`src/sv/edlp_pkg.sv`:
```
`default_nettype none

package edlp_pkg;

    // field widths of the link and host items
    localparam int REQ_W  = 3;
    localparam int BYTE_W = 8;
    localparam int IDX_W  = 6;

    // command and response bytes on the engine link
    localparam logic [BYTE_W-1:0] CMD_LOG    = 8'd16;
    localparam logic [BYTE_W-1:0] CMD_POLL   = 8'd32;
    localparam logic [BYTE_W-1:0] CMD_CLEAR  = 8'd80;
    localparam logic [BYTE_W-1:0] RESP_READY = 8'd205;
    localparam logic [BYTE_W-1:0] READ_NONE  = 8'hFF;

    // configuration register reset values
    localparam logic [7:0]  TIMEOUT_RST  = 8'd60;
    localparam logic [15:0] INTERVAL_RST = 16'd100;

    // register select, taken from paddr[2]
    localparam logic REG_TIMEOUT  = 1'b0;
    localparam logic REG_INTERVAL = 1'b1;

    typedef enum logic [REQ_W-1:0] {
        REQ_TICK  = 3'd0,
        REQ_RX    = 3'd1,
        REQ_READ  = 3'd2,
        REQ_CLEAR = 3'd3,
        REQ_START = 3'd4,
        REQ_STOP  = 3'd5
    } t_req;

    typedef enum logic [1:0] {
        PH_IDLE      = 2'd0,
        PH_INTERVAL  = 2'd1,
        PH_HANDSHAKE = 2'd2,
        PH_PACKET    = 2'd3
    } t_phase;

    typedef struct packed {
        logic [7:0]  timeout;
        logic [15:0] interval;
    } t_cfg;

    // write and read requests toward the packet store
    typedef struct packed {
        logic              wr_en;
        logic [IDX_W-1:0]  wr_addr;
        logic [BYTE_W-1:0] wr_data;
        logic              rd_en;
        logic [IDX_W-1:0]  rd_addr;
    } t_store_req;

    // result of one step, read byte still to be merged
    typedef struct packed {
        logic              tx_valid;
        logic [BYTE_W-1:0] tx_data;
        logic              rd_req;
        logic              rd_hit;
        logic              link_connected;
        logic              packet_ok;
        logic              packet_done;
        logic              clear_done;
        logic              clear_ok;
    } t_step_res;

    // complete result item
    typedef struct packed {
        logic              tx_valid;
        logic [BYTE_W-1:0] tx_data;
        logic [BYTE_W-1:0] read_data;
        logic              link_connected;
        logic              packet_ok;
        logic              packet_done;
        logic              clear_done;
        logic              clear_ok;
    } t_result;

endpackage

`default_nettype wire

```
`src/sv/ecu_datalog_poll_controller_core.sv`:
```
// path: the result of an accepted item passes the step result register, then the output slot that offers it
// throughput: one item per cycle while o_in_stall stays low; state, the packet store port and the result
//   register all advance together on each transfer
// reset: synchronous active-low i_rst_n clears phase, flags, counters and
//   restores the timeout and interval registers; the packet store is not cleared
`default_nettype none

module ecu_datalog_poll_controller_core #(
    parameter int PACKET_BYTES = 52
) (
    input  wire logic        i_clk,
    input  wire logic        i_rst_n,
    // configuration port
    input  wire logic        psel,
    input  wire logic        penable,
    input  wire logic        pwrite,
    input  wire logic [2:0]  paddr,
    input  wire logic [31:0] pwdata,
    output logic [31:0]      prdata,
    output logic             pready,
    // input channel
    input  wire logic        i_in_valid,
    output logic             o_in_stall,
    input  wire logic [2:0]  i_req_type,
    input  wire logic [7:0]  i_rx_data,
    input  wire logic [5:0]  i_param_index,
    // result channel
    output logic             o_out_valid,
    input  wire logic        i_out_stall,
    output logic             o_tx_valid,
    output logic [7:0]       o_tx_data,
    output logic [7:0]       o_read_data,
    output logic             o_link_connected,
    output logic             o_packet_ok,
    output logic             o_packet_done,
    output logic             o_clear_done,
    output logic             o_clear_ok
);
    import edlp_pkg::*;

    t_cfg       cfg;
    t_store_req store_req;
    logic [7:0] store_q;
    logic       push, push_ready;
    t_step_res  step_res;
    t_result    res_in, res_out;

    edlp_regs u_regs (
        .i_clk   (i_clk),
        .i_rst_n (i_rst_n),
        .psel    (psel),
        .penable (penable),
        .pwrite  (pwrite),
        .paddr   (paddr),
        .pwdata  (pwdata),
        .prdata  (prdata),
        .pready  (pready),
        .o_cfg   (cfg)
    );

    edlp_step #(
        .PACKET_BYTES (PACKET_BYTES)
    ) u_step (
        .i_clk         (i_clk),
        .i_rst_n       (i_rst_n),
        .i_cfg         (cfg),
        .i_in_valid    (i_in_valid),
        .o_in_stall    (o_in_stall),
        .i_req_type    (i_req_type),
        .i_rx_data     (i_rx_data),
        .i_param_index (i_param_index),
        .o_store       (store_req),
        .o_push        (push),
        .i_push_ready  (push_ready),
        .o_res         (step_res)
    );

    edlp_store #(
        .PACKET_BYTES (PACKET_BYTES)
    ) u_store (
        .i_clk     (i_clk),
        .i_req     (store_req),
        .o_rd_data (store_q)
    );

    // merge the stored byte into the result
    always_comb begin
        res_in.tx_valid       = step_res.tx_valid;
        res_in.tx_data        = step_res.tx_data;
        res_in.link_connected = step_res.link_connected;
        res_in.packet_ok      = step_res.packet_ok;
        res_in.packet_done    = step_res.packet_done;
        res_in.clear_done     = step_res.clear_done;
        res_in.clear_ok       = step_res.clear_ok;
        if (step_res.rd_hit) begin
            res_in.read_data = store_q;
        end else if (step_res.rd_req) begin
            res_in.read_data = READ_NONE;
        end else begin
            res_in.read_data = '0;
        end
    end

    edlp_outbuf u_outbuf (
        .i_clk   (i_clk),
        .i_rst_n (i_rst_n),
        .i_push  (push),
        .i_data  (res_in),
        .o_ready (push_ready),
        .o_valid (o_out_valid),
        .i_stall (i_out_stall),
        .o_data  (res_out)
    );

    assign o_tx_valid       = res_out.tx_valid;
    assign o_tx_data        = res_out.tx_data;
    assign o_read_data      = res_out.read_data;
    assign o_link_connected = res_out.link_connected;
    assign o_packet_ok      = res_out.packet_ok;
    assign o_packet_done    = res_out.packet_done;
    assign o_clear_done     = res_out.clear_done;
    assign o_clear_ok       = res_out.clear_ok;

endmodule

`default_nettype wire

```
`src/sv/edlp_regs.sv`:
```
`default_nettype none

module edlp_regs (
    input  wire logic         i_clk,
    input  wire logic         i_rst_n,
    input  wire logic         psel,
    input  wire logic         penable,
    input  wire logic         pwrite,
    input  wire logic [2:0]   paddr,
    input  wire logic [31:0]  pwdata,
    output logic [31:0]       prdata,
    output logic              pready,
    output edlp_pkg::t_cfg    o_cfg
);
    import edlp_pkg::*;

    t_cfg r_cfg;
    logic wr_en;

    assign pready = 1'b1;
    assign wr_en  = psel & penable & pwrite & pready;

    // register write on the access cycle
    always_ff @(posedge i_clk) begin
        if (!i_rst_n) begin
            r_cfg.timeout  <= TIMEOUT_RST;
            r_cfg.interval <= INTERVAL_RST;
        end else if (wr_en) begin
            unique case (paddr[2])
                REG_TIMEOUT:  r_cfg.timeout  <= pwdata[7:0];
                REG_INTERVAL: r_cfg.interval <= pwdata[15:0];
                default:      r_cfg          <= r_cfg;
            endcase
        end
    end

    // read back
    always_comb begin
        unique case (paddr[2])
            REG_TIMEOUT:  prdata = {24'd0, r_cfg.timeout};
            REG_INTERVAL: prdata = {16'd0, r_cfg.interval};
            default:      prdata = 32'd0;
        endcase
    end

    assign o_cfg = r_cfg;

endmodule

`default_nettype wire

```
`src/sv/edlp_store.sv`:
```
`default_nettype none

module edlp_store #(
    parameter int PACKET_BYTES = 52
) (
    input  wire logic                  i_clk,
    input  wire edlp_pkg::t_store_req  i_req,
    output logic [7:0]                 o_rd_data
);
    import edlp_pkg::*;

    localparam int AW = (PACKET_BYTES > 1) ? $clog2(PACKET_BYTES) : 1;

    logic [BYTE_W-1:0] mem [PACKET_BYTES];
    logic [BYTE_W-1:0] r_q;

    // packet byte write
    always_ff @(posedge i_clk) begin
        if (i_req.wr_en) begin
            mem[i_req.wr_addr[AW-1:0]] <= i_req.wr_data;
        end
    end

    // registered read, held until the next read
    always_ff @(posedge i_clk) begin
        if (i_req.rd_en) begin
            r_q <= mem[i_req.rd_addr[AW-1:0]];
        end
    end

    assign o_rd_data = r_q;

endmodule

`default_nettype wire

```
`src/sv/edlp_step.sv`:
```
`default_nettype none

module edlp_step #(
    parameter int PACKET_BYTES = 52
) (
    input  wire logic                  i_clk,
    input  wire logic                  i_rst_n,
    input  wire edlp_pkg::t_cfg        i_cfg,
    input  wire logic                  i_in_valid,
    output logic                       o_in_stall,
    input  wire logic [2:0]            i_req_type,
    input  wire logic [7:0]            i_rx_data,
    input  wire logic [5:0]            i_param_index,
    output edlp_pkg::t_store_req       o_store,
    output logic                       o_push,
    input  wire logic                  i_push_ready,
    output edlp_pkg::t_step_res        o_res
);
    import edlp_pkg::*;

    localparam int CW = $clog2(PACKET_BYTES + 1);
    localparam logic [CW-1:0]    LAST_BYTE = CW'(PACKET_BYTES - 1);
    localparam logic [IDX_W:0]   NB        = (IDX_W + 1)'(PACKET_BYTES);

    // control state
    t_phase        r_phase, n_phase;
    logic          r_polling, n_polling;
    logic          r_logging, n_logging;
    logic          r_pvalid, n_pvalid;
    logic          r_conn, n_conn;
    logic          r_cpend, n_cpend;
    logic [CW-1:0] r_bcount, n_bcount;
    logic [7:0]    r_wait, n_wait;
    logic [15:0]   r_poll, n_poll;

    // result register
    logic          r_res_vld;
    t_step_res     r_res, n_res;

    logic          advance;
    logic          accept;
    logic          end_hs, end_pk, end_ok, start_hs, start_pk;
    logic          idx_in_range;

    assign advance    = !r_res_vld || i_push_ready;
    assign accept     = i_in_valid && advance;
    assign o_in_stall = !advance;
    assign o_push     = r_res_vld && i_push_ready;
    assign o_res      = r_res;

    assign idx_in_range = {1'b0, i_param_index} < NB;

    // next state and result of one step
    always_comb begin
        n_phase   = r_phase;
        n_polling = r_polling;
        n_logging = r_logging;
        n_pvalid  = r_pvalid;
        n_conn    = r_conn;
        n_cpend   = r_cpend;
        n_bcount  = r_bcount;
        n_wait    = r_wait;
        n_poll    = r_poll;
        n_res     = '0;
        end_hs    = 1'b0;
        end_pk    = 1'b0;
        end_ok    = 1'b0;
        start_hs  = 1'b0;
        start_pk  = 1'b0;
        o_store         = '0;
        o_store.wr_addr = IDX_W'(r_bcount);
        o_store.wr_data = i_rx_data;
        o_store.rd_addr = i_param_index;

        unique case (i_req_type)
            REQ_TICK: begin
                if (r_polling && r_poll != 16'hFFFF) begin
                    n_poll = r_poll + 16'd1;
                end
                if (r_phase == PH_HANDSHAKE || r_phase == PH_PACKET) begin
                    if (r_wait >= i_cfg.timeout) begin
                        end_hs = (r_phase == PH_HANDSHAKE);
                        end_pk = (r_phase == PH_PACKET);
                    end else begin
                        n_wait = r_wait + 8'd1;
                    end
                end else if (r_phase == PH_INTERVAL && n_poll >= i_cfg.interval) begin
                    n_poll   = '0;
                    start_pk = r_logging;
                    start_hs = !r_logging;
                end
            end
            REQ_RX: begin
                if (r_phase == PH_HANDSHAKE) begin
                    end_hs = 1'b1;
                    end_ok = (i_rx_data == RESP_READY);
                end else if (r_phase == PH_PACKET) begin
                    o_store.wr_en = accept;
                    n_bcount      = r_bcount + CW'(1);
                    n_wait        = '0;
                    if (r_bcount == LAST_BYTE) begin
                        end_pk = 1'b1;
                        end_ok = 1'b1;
                    end
                end
            end
            REQ_READ: begin
                n_res.rd_req  = 1'b1;
                n_res.rd_hit  = r_pvalid && idx_in_range;
                o_store.rd_en = accept && r_pvalid && idx_in_range;
            end
            REQ_CLEAR: begin
                if (r_phase == PH_HANDSHAKE || r_phase == PH_PACKET) begin
                    n_cpend = 1'b1;
                end else if (r_logging) begin
                    n_res.tx_valid   = 1'b1;
                    n_res.tx_data    = CMD_CLEAR;
                    n_res.clear_done = 1'b1;
                    n_res.clear_ok   = 1'b1;
                end else begin
                    n_cpend  = 1'b1;
                    start_hs = 1'b1;
                end
            end
            REQ_START: begin
                if (!r_polling) begin
                    n_polling = 1'b1;
                    n_poll    = '0;
                    if (r_phase == PH_IDLE) begin
                        start_pk = r_logging;
                        start_hs = !r_logging;
                    end
                end
            end
            REQ_STOP: begin
                if (r_cpend) begin
                    n_cpend          = 1'b0;
                    n_res.clear_done = 1'b1;
                end
                n_polling = 1'b0;
                n_logging = 1'b0;
                n_pvalid  = 1'b0;
                n_phase   = PH_IDLE;
                n_bcount  = '0;
                n_wait    = '0;
                n_poll    = '0;
            end
            default: begin
                n_phase = r_phase;
            end
        endcase

        // handshake finished
        if (end_hs) begin
            n_logging = end_ok;
            if (r_polling) begin
                n_conn   = end_ok;
                n_pvalid = 1'b0;
            end
            if (r_cpend) begin
                n_cpend          = 1'b0;
                n_res.clear_done = 1'b1;
                if (end_ok) begin
                    n_res.tx_valid = 1'b1;
                    n_res.tx_data  = CMD_CLEAR;
                    n_res.clear_ok = 1'b1;
                end
            end
            n_phase = r_polling ? PH_INTERVAL : PH_IDLE;
        end

        // packet finished or timed out
        if (end_pk) begin
            n_pvalid  = end_ok;
            n_conn    = end_ok;
            n_logging = end_ok ? r_logging : 1'b0;
            n_res.packet_done = end_ok;
            n_phase   = r_polling ? PH_INTERVAL : PH_IDLE;
            if (r_cpend) begin
                if (n_logging) begin
                    n_cpend          = 1'b0;
                    n_res.tx_valid   = 1'b1;
                    n_res.tx_data    = CMD_CLEAR;
                    n_res.clear_done = 1'b1;
                    n_res.clear_ok   = 1'b1;
                end else begin
                    start_hs = 1'b1;
                end
            end
        end

        // new exchange
        if (start_hs) begin
            n_res.tx_valid = 1'b1;
            n_res.tx_data  = CMD_LOG;
            n_phase        = PH_HANDSHAKE;
            n_wait         = '0;
        end
        if (start_pk) begin
            n_res.tx_valid = 1'b1;
            n_res.tx_data  = CMD_POLL;
            n_phase        = PH_PACKET;
            n_bcount       = '0;
            n_wait         = '0;
        end

        n_res.link_connected = n_conn;
        n_res.packet_ok      = n_pvalid;
    end

    // state register, updated on each accepted item
    always_ff @(posedge i_clk) begin
        if (!i_rst_n) begin
            r_phase   <= PH_IDLE;
            r_polling <= 1'b0;
            r_logging <= 1'b0;
            r_pvalid  <= 1'b0;
            r_conn    <= 1'b0;
            r_cpend   <= 1'b0;
            r_bcount  <= '0;
            r_wait    <= '0;
            r_poll    <= '0;
        end else if (accept) begin
            r_phase   <= n_phase;
            r_polling <= n_polling;
            r_logging <= n_logging;
            r_pvalid  <= n_pvalid;
            r_conn    <= n_conn;
            r_cpend   <= n_cpend;
            r_bcount  <= n_bcount;
            r_wait    <= n_wait;
            r_poll    <= n_poll;
        end
    end

    // result register valid
    always_ff @(posedge i_clk) begin
        if (!i_rst_n) begin
            r_res_vld <= 1'b0;
        end else if (accept) begin
            r_res_vld <= 1'b1;
        end else if (o_push) begin
            r_res_vld <= 1'b0;
        end
    end

    // result payload
    always_ff @(posedge i_clk) begin
        if (accept) begin
            r_res <= n_res;
        end
    end

endmodule

`default_nettype wire

```
`src/sv/edlp_outbuf.sv`:
```
`default_nettype none

module edlp_outbuf (
    input  wire logic               i_clk,
    input  wire logic               i_rst_n,
    input  wire logic               i_push,
    input  wire edlp_pkg::t_result  i_data,
    output logic                    o_ready,
    output logic                    o_valid,
    input  wire logic               i_stall,
    output edlp_pkg::t_result       o_data
);
    import edlp_pkg::*;

    logic    r_a_vld, r_b_vld;
    t_result r_a, r_b;
    logic    pop;

    assign pop     = r_a_vld && !i_stall;
    assign o_ready = !r_b_vld;
    assign o_valid = r_a_vld;
    assign o_data  = r_a;

    // output slot and skid slot occupancy
    always_ff @(posedge i_clk) begin
        if (!i_rst_n) begin
            r_a_vld <= 1'b0;
            r_b_vld <= 1'b0;
        end else if (r_b_vld) begin
            if (pop) begin
                r_b_vld <= 1'b0;
            end
        end else if (i_push) begin
            r_a_vld <= 1'b1;
            r_b_vld <= r_a_vld && !pop;
        end else if (pop) begin
            r_a_vld <= 1'b0;
        end
    end

    // payload moves
    always_ff @(posedge i_clk) begin
        if (r_b_vld) begin
            if (pop) begin
                r_a <= r_b;
            end
        end else if (i_push) begin
            if (!r_a_vld || pop) begin
                r_a <= i_data;
            end else begin
                r_b <= i_data;
            end
        end
    end

endmodule

`default_nettype wire

```
`config.mk`:
```
export PLATFORM = sky130hd
export DESIGN_NAME = ecu_datalog_poll_controller_core
export DESIGN_NICKNAME = d
export VERILOG_FILES = /design/src/sv/edlp_pkg.sv /design/src/sv/ecu_datalog_poll_controller_core.sv /design/src/sv/edlp_regs.sv /design/src/sv/edlp_store.sv /design/src/sv/edlp_step.sv /design/src/sv/edlp_outbuf.sv
export SDC_FILE = /design/constraint.sdc
export NUM_CORES = 1
export LEC_CHECK = 0
export ABC_AREA = 1
export BUFFER_PORTS_ARGS = -buffer_cell sky130_fd_sc_hd__buf_2
export CAP_MARGIN = 10
export CORE_ASPECT_RATIO = 0.9
export CORE_UTILIZATION = 60
export CTS_CLUSTER_DIAMETER = 150
export DETAILED_ROUTE_END_ITERATION = 7
export GPL_ROUTABILITY_DRIVEN = 0
export PLACE_DENSITY = 0.8
export SYNTH_ARGS = -nofsm -noshare
export SYNTH_HDL_FRONTEND = slang
export SYNTH_SLANG_ARGS = --single-unit
```
`constraint.sdc`:
```
create_clock -name i_clk -period 8.17 [get_ports i_clk]
set_clock_uncertainty 0.1 [all_clocks]
set_input_delay 0.4085 -clock i_clk [delete_from_list [all_inputs] [get_ports i_clk]]
set_output_delay 0.4085 -clock i_clk [all_outputs]
set_load 0.05 [all_outputs]
```
### After elaboration in Yosys (flattened, before gate mapping)

Memory sizes are Yosys's and may differ from the RTL's. A register that Yosys moved wholly into a read port is not among the register bits.
Index checks and enable logic that the tools add are counted.

| storage, ports and cells | value |
|---|---|
| output and inout port bits | 57 |
| latch bits | 0 |
| bits of input ports | 59 |
| bits in registers | 124 |
| memory bits (read-only) | 0 |
| RAM bits | 416 |
| memories | 1 |

| operators by class | value |
|---|---|
| shifts and indexed selects | 0 |
| magnitude comparators | 3 |
| reductions and logical operators | 43 |
| bitwise operators | 5 |
| muxes and demuxes | 112 |
| add/sub/neg operators | 3 |
| div/mod/pow operators | 0 |
| eq/ne operators | 19 |
| multipliers | 0 |

Memories:

| memory | words | width | rd ports | clocked after memory_dff | wr ports | line | source |
|---|---|---|---|---|---|---|---|
| u_store.mem | 52 | 8 | 1 | 1 | 1 | edlp_store.sv:14 | `logic [BYTE_W-1:0] mem [PACKET_BYTES];` |

Operators by type and width:

| operator | count |
|---|---|
| 2-to-1 mux 22 bit | 4 |
| 2-to-1 mux 9 bit | 9 |
| 2-to-1 mux 16 bit | 5 |
| 2-to-1 mux 8 bit | 8 |
| case mux 32 bit (2 select lines) | 1 |
| 2-to-1 mux 1 bit | 58 |
| case mux 16 bit (3 select lines) | 1 |
| 2-to-1 mux 2 bit | 13 |
| 2-to-1 mux 6 bit | 4 |
| case mux 8 bit (3 select lines) | 1 |
| adder 16 x 1 -> 16 bit (second input constant) | 1 |
| greater-or-equal comparator 16 bit | 1 |
| inequality test 16 bit (second input constant) | 1 |
| case mux 1 bit (2 select lines) | 6 |
| case mux 6 bit (2 select lines) | 1 |
| AND reduction 2 bit | 6 |
| nonzero test 2 bit | 5 |
| nonzero test 5 bit | 2 |
| logical AND 1 bit | 9 |
| AND reduction 3 bit | 3 |
| nonzero test 3 bit | 3 |
| adder 8 x 1 -> 8 bit (second input constant) | 1 |
| equality test 8 bit (second input constant) | 1 |
| greater-or-equal comparator 8 bit | 1 |
| 23 further kinds | 40 |

### Depth between registers and ports, before layout

| depth | value |
|---|---|
| depth in word-level cells | 14 |
| depth in mapped cells | 28 |

### Cells and area by module

From an unflattened synthesis, not the netlist that was laid out.

| unflattened totals | value |
|---|---|
| cells, all modules | 2374 |
| area total of the unflattened synthesis | 24179.4 sq um |

By module, submodules not included:

| module | sequential area each (sq um) | instances | area an instance (sq um) | cells each |
|---|---|---|---|---|
| edlp_store | 12732.2 | 1 | 17401.7 | 1473 |
| edlp_step | 1091.0 | 1 | 3652.3 | 544 |
| edlp_outbuf | 1361.3 | 1 | 1771.7 | 135 |
| edlp_regs | 480.5 | 1 | 1267.5 | 203 |
| ecu_datalog_poll_controller_core | 0.0 | 1 | 86.3 | 19 |

### Worst setup path before layout

Ideal clock, no wire load.

| path | value |
|---|---|
| kind | flip-flop to flip-flop |
| from | reg u_step.r_poll[0] |
| to | reg u_step.r_wait[4] |
| path buffers | 1 |
| arrival | 3.043 ns |
| setup time | 0.112 ns |
| cell stages (with the launch flop) | 26 |
| period minus slack after synthesis | 3.255 ns |
| slack | 4.915 ns |
| cells stage by stage | dfxtp_1 -> ha_1 -> nand2_1 -> nor3_1 -> nand3_1 -> nand2_2 -> inv_2 -> nand2_1 -> nor2_1 -> nand2_1 -> xor2_1 -> ha_1 -> nand2_1 -> o21bai_1 -> a21oi_1 -> nor2_1 -> nand2_1 -> nand3_1 -> nand2_1 -> nor2_4 -> nand3_2 -> nand3_4 -> buf_12 -> nand2_2 -> nand2_1 -> nor2_2 |

| on the way | value |
|---|---|
| word-level cells in the longest chain between the ends | 14 |

RTL lines:

| what | line | source |
|---|---|---|
| from (decl) | edlp_step.sv:34 | `logic [15:0] r_poll, n_poll;` |
| from (signal assigned) | edlp_step.sv:232 | `r_poll <= n_poll;` |
| branches (longest 2 deep; another with adder 16 x 1 -> 16 bit) | n/a |  |
| 2-to-1 mux 16 bit * | edlp_step.sv:77 | `if (r_polling && r_poll != 16'hFFFF) begin` |
| 2-to-1 mux 16 bit * | edlp_step.sv:75 | `unique case (i_req_type)` |
| greater-or-equal comparator 16 bit * | edlp_step.sv:87 | `end else if (r_phase == PH_INTERVAL && n_poll >= i_cfg.interval) begin` |
| logical AND 1 bit * | edlp_step.sv:87 |  |
| 2-to-1 mux 1 bit | edlp_step.sv:87 |  |
| 2-to-1 mux 1 bit | edlp_step.sv:80 | `if (r_phase == PH_HANDSHAKE \|\| r_phase == PH_PACKET) begin` |
| case mux 1 bit (3 select lines) | edlp_step.sv:75 |  |
| 2-to-1 mux 1 bit | edlp_step.sv:180 | `if (n_logging) begin` |
| 2-to-1 mux 1 bit | edlp_step.sv:179 | `if (r_cpend) begin` |
| 2-to-1 mux 1 bit | edlp_step.sv:173 | `if (end_pk) begin` |
| inequality test 4 x 2 -> 1 bit (no line) (tied with other cells) | n/a |  |
| AND reduction 6 bit (no line) or 2-to-1 mux 8 bit (tied branches) | n/a |  |
| to (signal assigned) | edlp_step.sv:231 | `r_wait <= n_wait;` |
| to (decl) | edlp_step.sv:33 | `logic [7:0] r_wait, n_wait;` |

Every way passes the cells marked *. The select of a mux whose other input is x is not followed.
A chain may end at the register's enable or synchronous reset.

### Final worst setup path

| path | value |
|---|---|
| from | reg u_step.r_poll[0] |
| to | reg u_step.r_poll[2] |

| on the way | value |
|---|---|
| word-level cells in the longest chain between the ends | 9 |

RTL lines:

| what | line |
|---|---|
| branches (longest 2 deep; another with adder 16 x 1 -> 16 bit) | n/a |
| 2-to-1 mux 16 bit * | edlp_step.sv:77 |
| 2-to-1 mux 16 bit * | edlp_step.sv:75 |
| greater-or-equal comparator 16 bit | edlp_step.sv:87 |
| logical AND 1 bit | edlp_step.sv:87 |
| 2-to-1 mux 16 bit | edlp_step.sv:87 |
| 2-to-1 mux 16 bit * | edlp_step.sv:80 |
| case mux 16 bit (3 select lines) * | edlp_step.sv:75 |

Marked as above.

==> metrics.csv <==
stage;metric;value;unit
grt;vias in the first global route;14600;
logic_synthesis;Yosys reg bits;533;
routing;DR WL/cell;20.6;µm
critical_path;critical path arrival;4860;ps
place;port bufs;75;
clocking;H-tree lvl count;2;
worst_hold_path;HP Class;primary input to flip-flop;
place;Post-Place Cells;2484;
timing;Hold Vio Cnt, Final;0;
timing;Rel. slew slack;23.7;%
job;Max-Cap Viols;0;
logic_synthesis;number of enable flip-flop cells after synthesis;469;
grt;first-pass GRT wire length;80400;µm
routing;DR pass1 iterations;8;
floorplan;row count;67;
clocking;Root Buffer;clkbuf_16;
floorplan;die footprint;38400;µm²
clocking;CTS tree;yes;
power;pwr dens;227;nW/µm²
timing;Final setup viols;0;
critical_path;CP Class;flip-flop to flip-flop;
floorplan;Die Y-Extent;186;µm
logic_synthesis;Async S/R FF share, synth;0;%
status;status;complete, but fails checks;
floorplan;Initial Utilization;60.9;%
final_layout;post-route cell area;24900;µm²
logic_synthesis;simple-gate portion of the synthesized area;13.6;%
logic_synthesis;Post-Synthesis Mean Instance Area;11.2;µm²
timing;Setup TNS;0;ps
routing;via/cell ratio;6.09;
critical_path;CP endpoint kind;flip-flop;
grt;M2 GR Usage;42.4;%
critical_path;CP Launch Type;flip-flop;
grt;initial antenna violation count;1;
timing;final period utilization;54.6;%
critical_path;worst r2r src;u_step.r_poll[0]$_SDFFE_PN0P_;
timing;RSZ-0062 raised after global routing;false;
clocking;Clock Path Buffers;3;
routing;routed wire length;53200;µm
final_layout;Final Net Count;2152;
power;Total Power;5.66;mW
logic_synthesis;synthesized cell area;22600;µm²
grt;busiest layer in global routing;met2;
critical_path;crit-path max FO;16;
grt;pin count of the biggest net entering global routing;106;
routing;DR iter-0 viols;2355;
logic_synthesis;xor/xnor cell area share of the yosys netlist;0.814;%
logic_synthesis;Netlist cell types;45;
critical_path;critical path launch point;u_step.r_poll[0]$_SDFFE_PN0P_;
status;failing checks;design-rule violations;
clocking;CTS Buf Count;52;
grt;overall routing resource usage;27.6;%
routing;via count;15800;
logic_synthesis;Synth Flop Type;edfxtp_1;
logic_synthesis;Adder-Cell Fraction of Synth Area;1.49;%
timing;crit path time final;4460;ps
grt;grt met1 use;39.0;%
floorplan;# IOs;116;
grt;met3 Usage GRT;4.95;%
clocking;clk slew on worst S/H paths;60;ps
final_layout;layout cells sized above 1;10.5;%
logic_synthesis;mux cell area share after synthesis;0;%
power;Worst VDD drop;0.193;mV
timing;final slew viol count;0;
timing;Fmax;224;MHz
logic_synthesis;Compound-Gate Fraction of Synth Area;11.5;%
power;Lkg Pwr;8.76;nW
timing;Worst Tran Pin Value;1140;ps
final_layout;Area growth syn-to-layout;10.4;%
grt;remaining global-route overflow;0;
final_layout;n_diodes;0;
logic_synthesis;largest family of logic cells by synthesized area;simple AND/OR/NAND/NOR gates;
place;placed wire-length estimate;30900;µm
worst_hold_path;HP Start;pwdata[9];
routing;DRC violations left;4;
clocking;CTS sink cnt;533;
critical_path;CP required;8570;ps
floorplan;die width;207;µm
clocking;clock latency on the worst-skew pair;610;ps
place;placed cell areas;23200;µm²
logic_synthesis;Post-Synthesis Cells;2011;
logic_synthesis;sequential element share of the synthesized area;68.0;%
floorplan;CORE AREA;37100;µm²
logic_synthesis;Ys Warns;0;
routing;post-route ant nets;0;
final_layout;Finished Layout Cells;2588;
final_layout;fin util;67.2;%
-- cell usage in the layout, fill, tap and decap left out, drive strengths merged, types with 24 or more instances in the layout --
master  count
a21oi      63
inv       119
clkbuf     67
dfxtp      64
buf        96
edfxtp    469
nand3      66
nand2     268
clkinv     24
nand4      31
o21ai     257
ha         27
o22ai      60
nor2      341
o221ai     46
-- sequential cells by signal, summed over array words and instances, names as in the netlist, 2 cells and up --
signal,flops
u_outbuf.r_b,17
u_step.r_phase,2
u_outbuf.o_data,17
u_store.mem,416
u_step.o_res,11
u_step.r_bcount,6
u_store.o_rd_data,8
u_step.r_poll,16
u_regs.o_cfg,24
u_step.r_wait,8
-- critical path: stages, from the launching register on --
cell and delay [ps]:
dfxtp_1 400, ha_1 190, nand2_1 80, nor3_1 450, nand3_1 200, nand2_2 200, inv_2 110, nand2_1 110
nor2_1 80, nand2_1 90, xor2_1 230, ha_1 290, nand2_1 100, o21bai_1 130, a21oi_1 90, nor2_1 110
nand2_1 150, a211oi_2 950, nand2_1 150, a21oi_1 160
-- routing by layer --
metal | part of all wire, % | routed length [µm]
met5 | 0.024 | 13
met4 | 3.8 | 2040
met3 | 9.9 | 5250
met2 | 46 | 24400
met1 | 40 | 21500
-- where the power goes --
group / switching (mW) / internal (mW) / leakage, nW
registers: 0.0133 / 2.98 / 4.76
clock network: 1.01 / 1.26 / 0.785
logic: 0.296 / 0.0976 / 3.22
total: 1.32 / 4.34 / 8.76
-- what timing repair did --
| item | CTS | global route |
|---|---|---|
| buffers inserted | 0 | 0 |
| endpoints found under the hold margin | 15 | 0 |
| gates resized for setup | 0 | 0 |
| hold buffers | 11 | 0 |
-- worst paths after layout --
kind	cells after the start	end	slack [ps]
setup / recovery	19	u_step.r_poll[2]$_SDFFE_PN0P_	3710
hold / removal	3	u_regs.o_cfg[9]$_SDFFE_PN0P_	20
setup reg to reg	19	u_step.r_poll[2]$_SDFFE_PN0P_	3710
hold reg to reg	0	u_outbuf.r_b[2]$_DFFE_PP_	370
-- cells by family after synthesis --
family	after synthesis
fa+ha+maj	27
compound gates	454
other cells	2
flops	533
simple gates	729
buf+inv	245
xor+xnor	21
-- per-stage QoR --
step | hold slack [ps] | setup slack, ps
after floorplan | 327 | 4910
after global placement | 340 | 4100
after detailed placement | 345 | 3930
after CTS | 3.09 | 3850
after global routing | 37.2 | 3310
final | 22.7 | 3710
-- Yosys cell counts, types with 13 or more instances --
master	instances	area, µm²
edfxtp_1	469	14100
nor2_2	17	106
dfxtp_1	64	1280
nor3_1	17	85.1
o221ai_1	46	403
nand3_1	62	310
inv_1	104	390
o21ai_0	253	1270
nand4_1	31	194
buf_4	22	165
nand2_1	257	965
ha_1	27	338
xor2_1	13	114
clkbuf_1	98	368
o22ai_1	60	375
nor2_1	322	1210
a21oi_1	62	310
-- area by class of cell --
class | count | area [µm²]
clock buffers | 67 | 1380
clock inverters | 26 | 211
fillers | 2525 | 12200
inverters | 119 | 450
multi-input cells | 1253 | 6280
flip-flops and latches | 533 | 15400
well taps | 483 | 604
repair buffers | 107 | 646
Power figures use the tool's default switching activity.
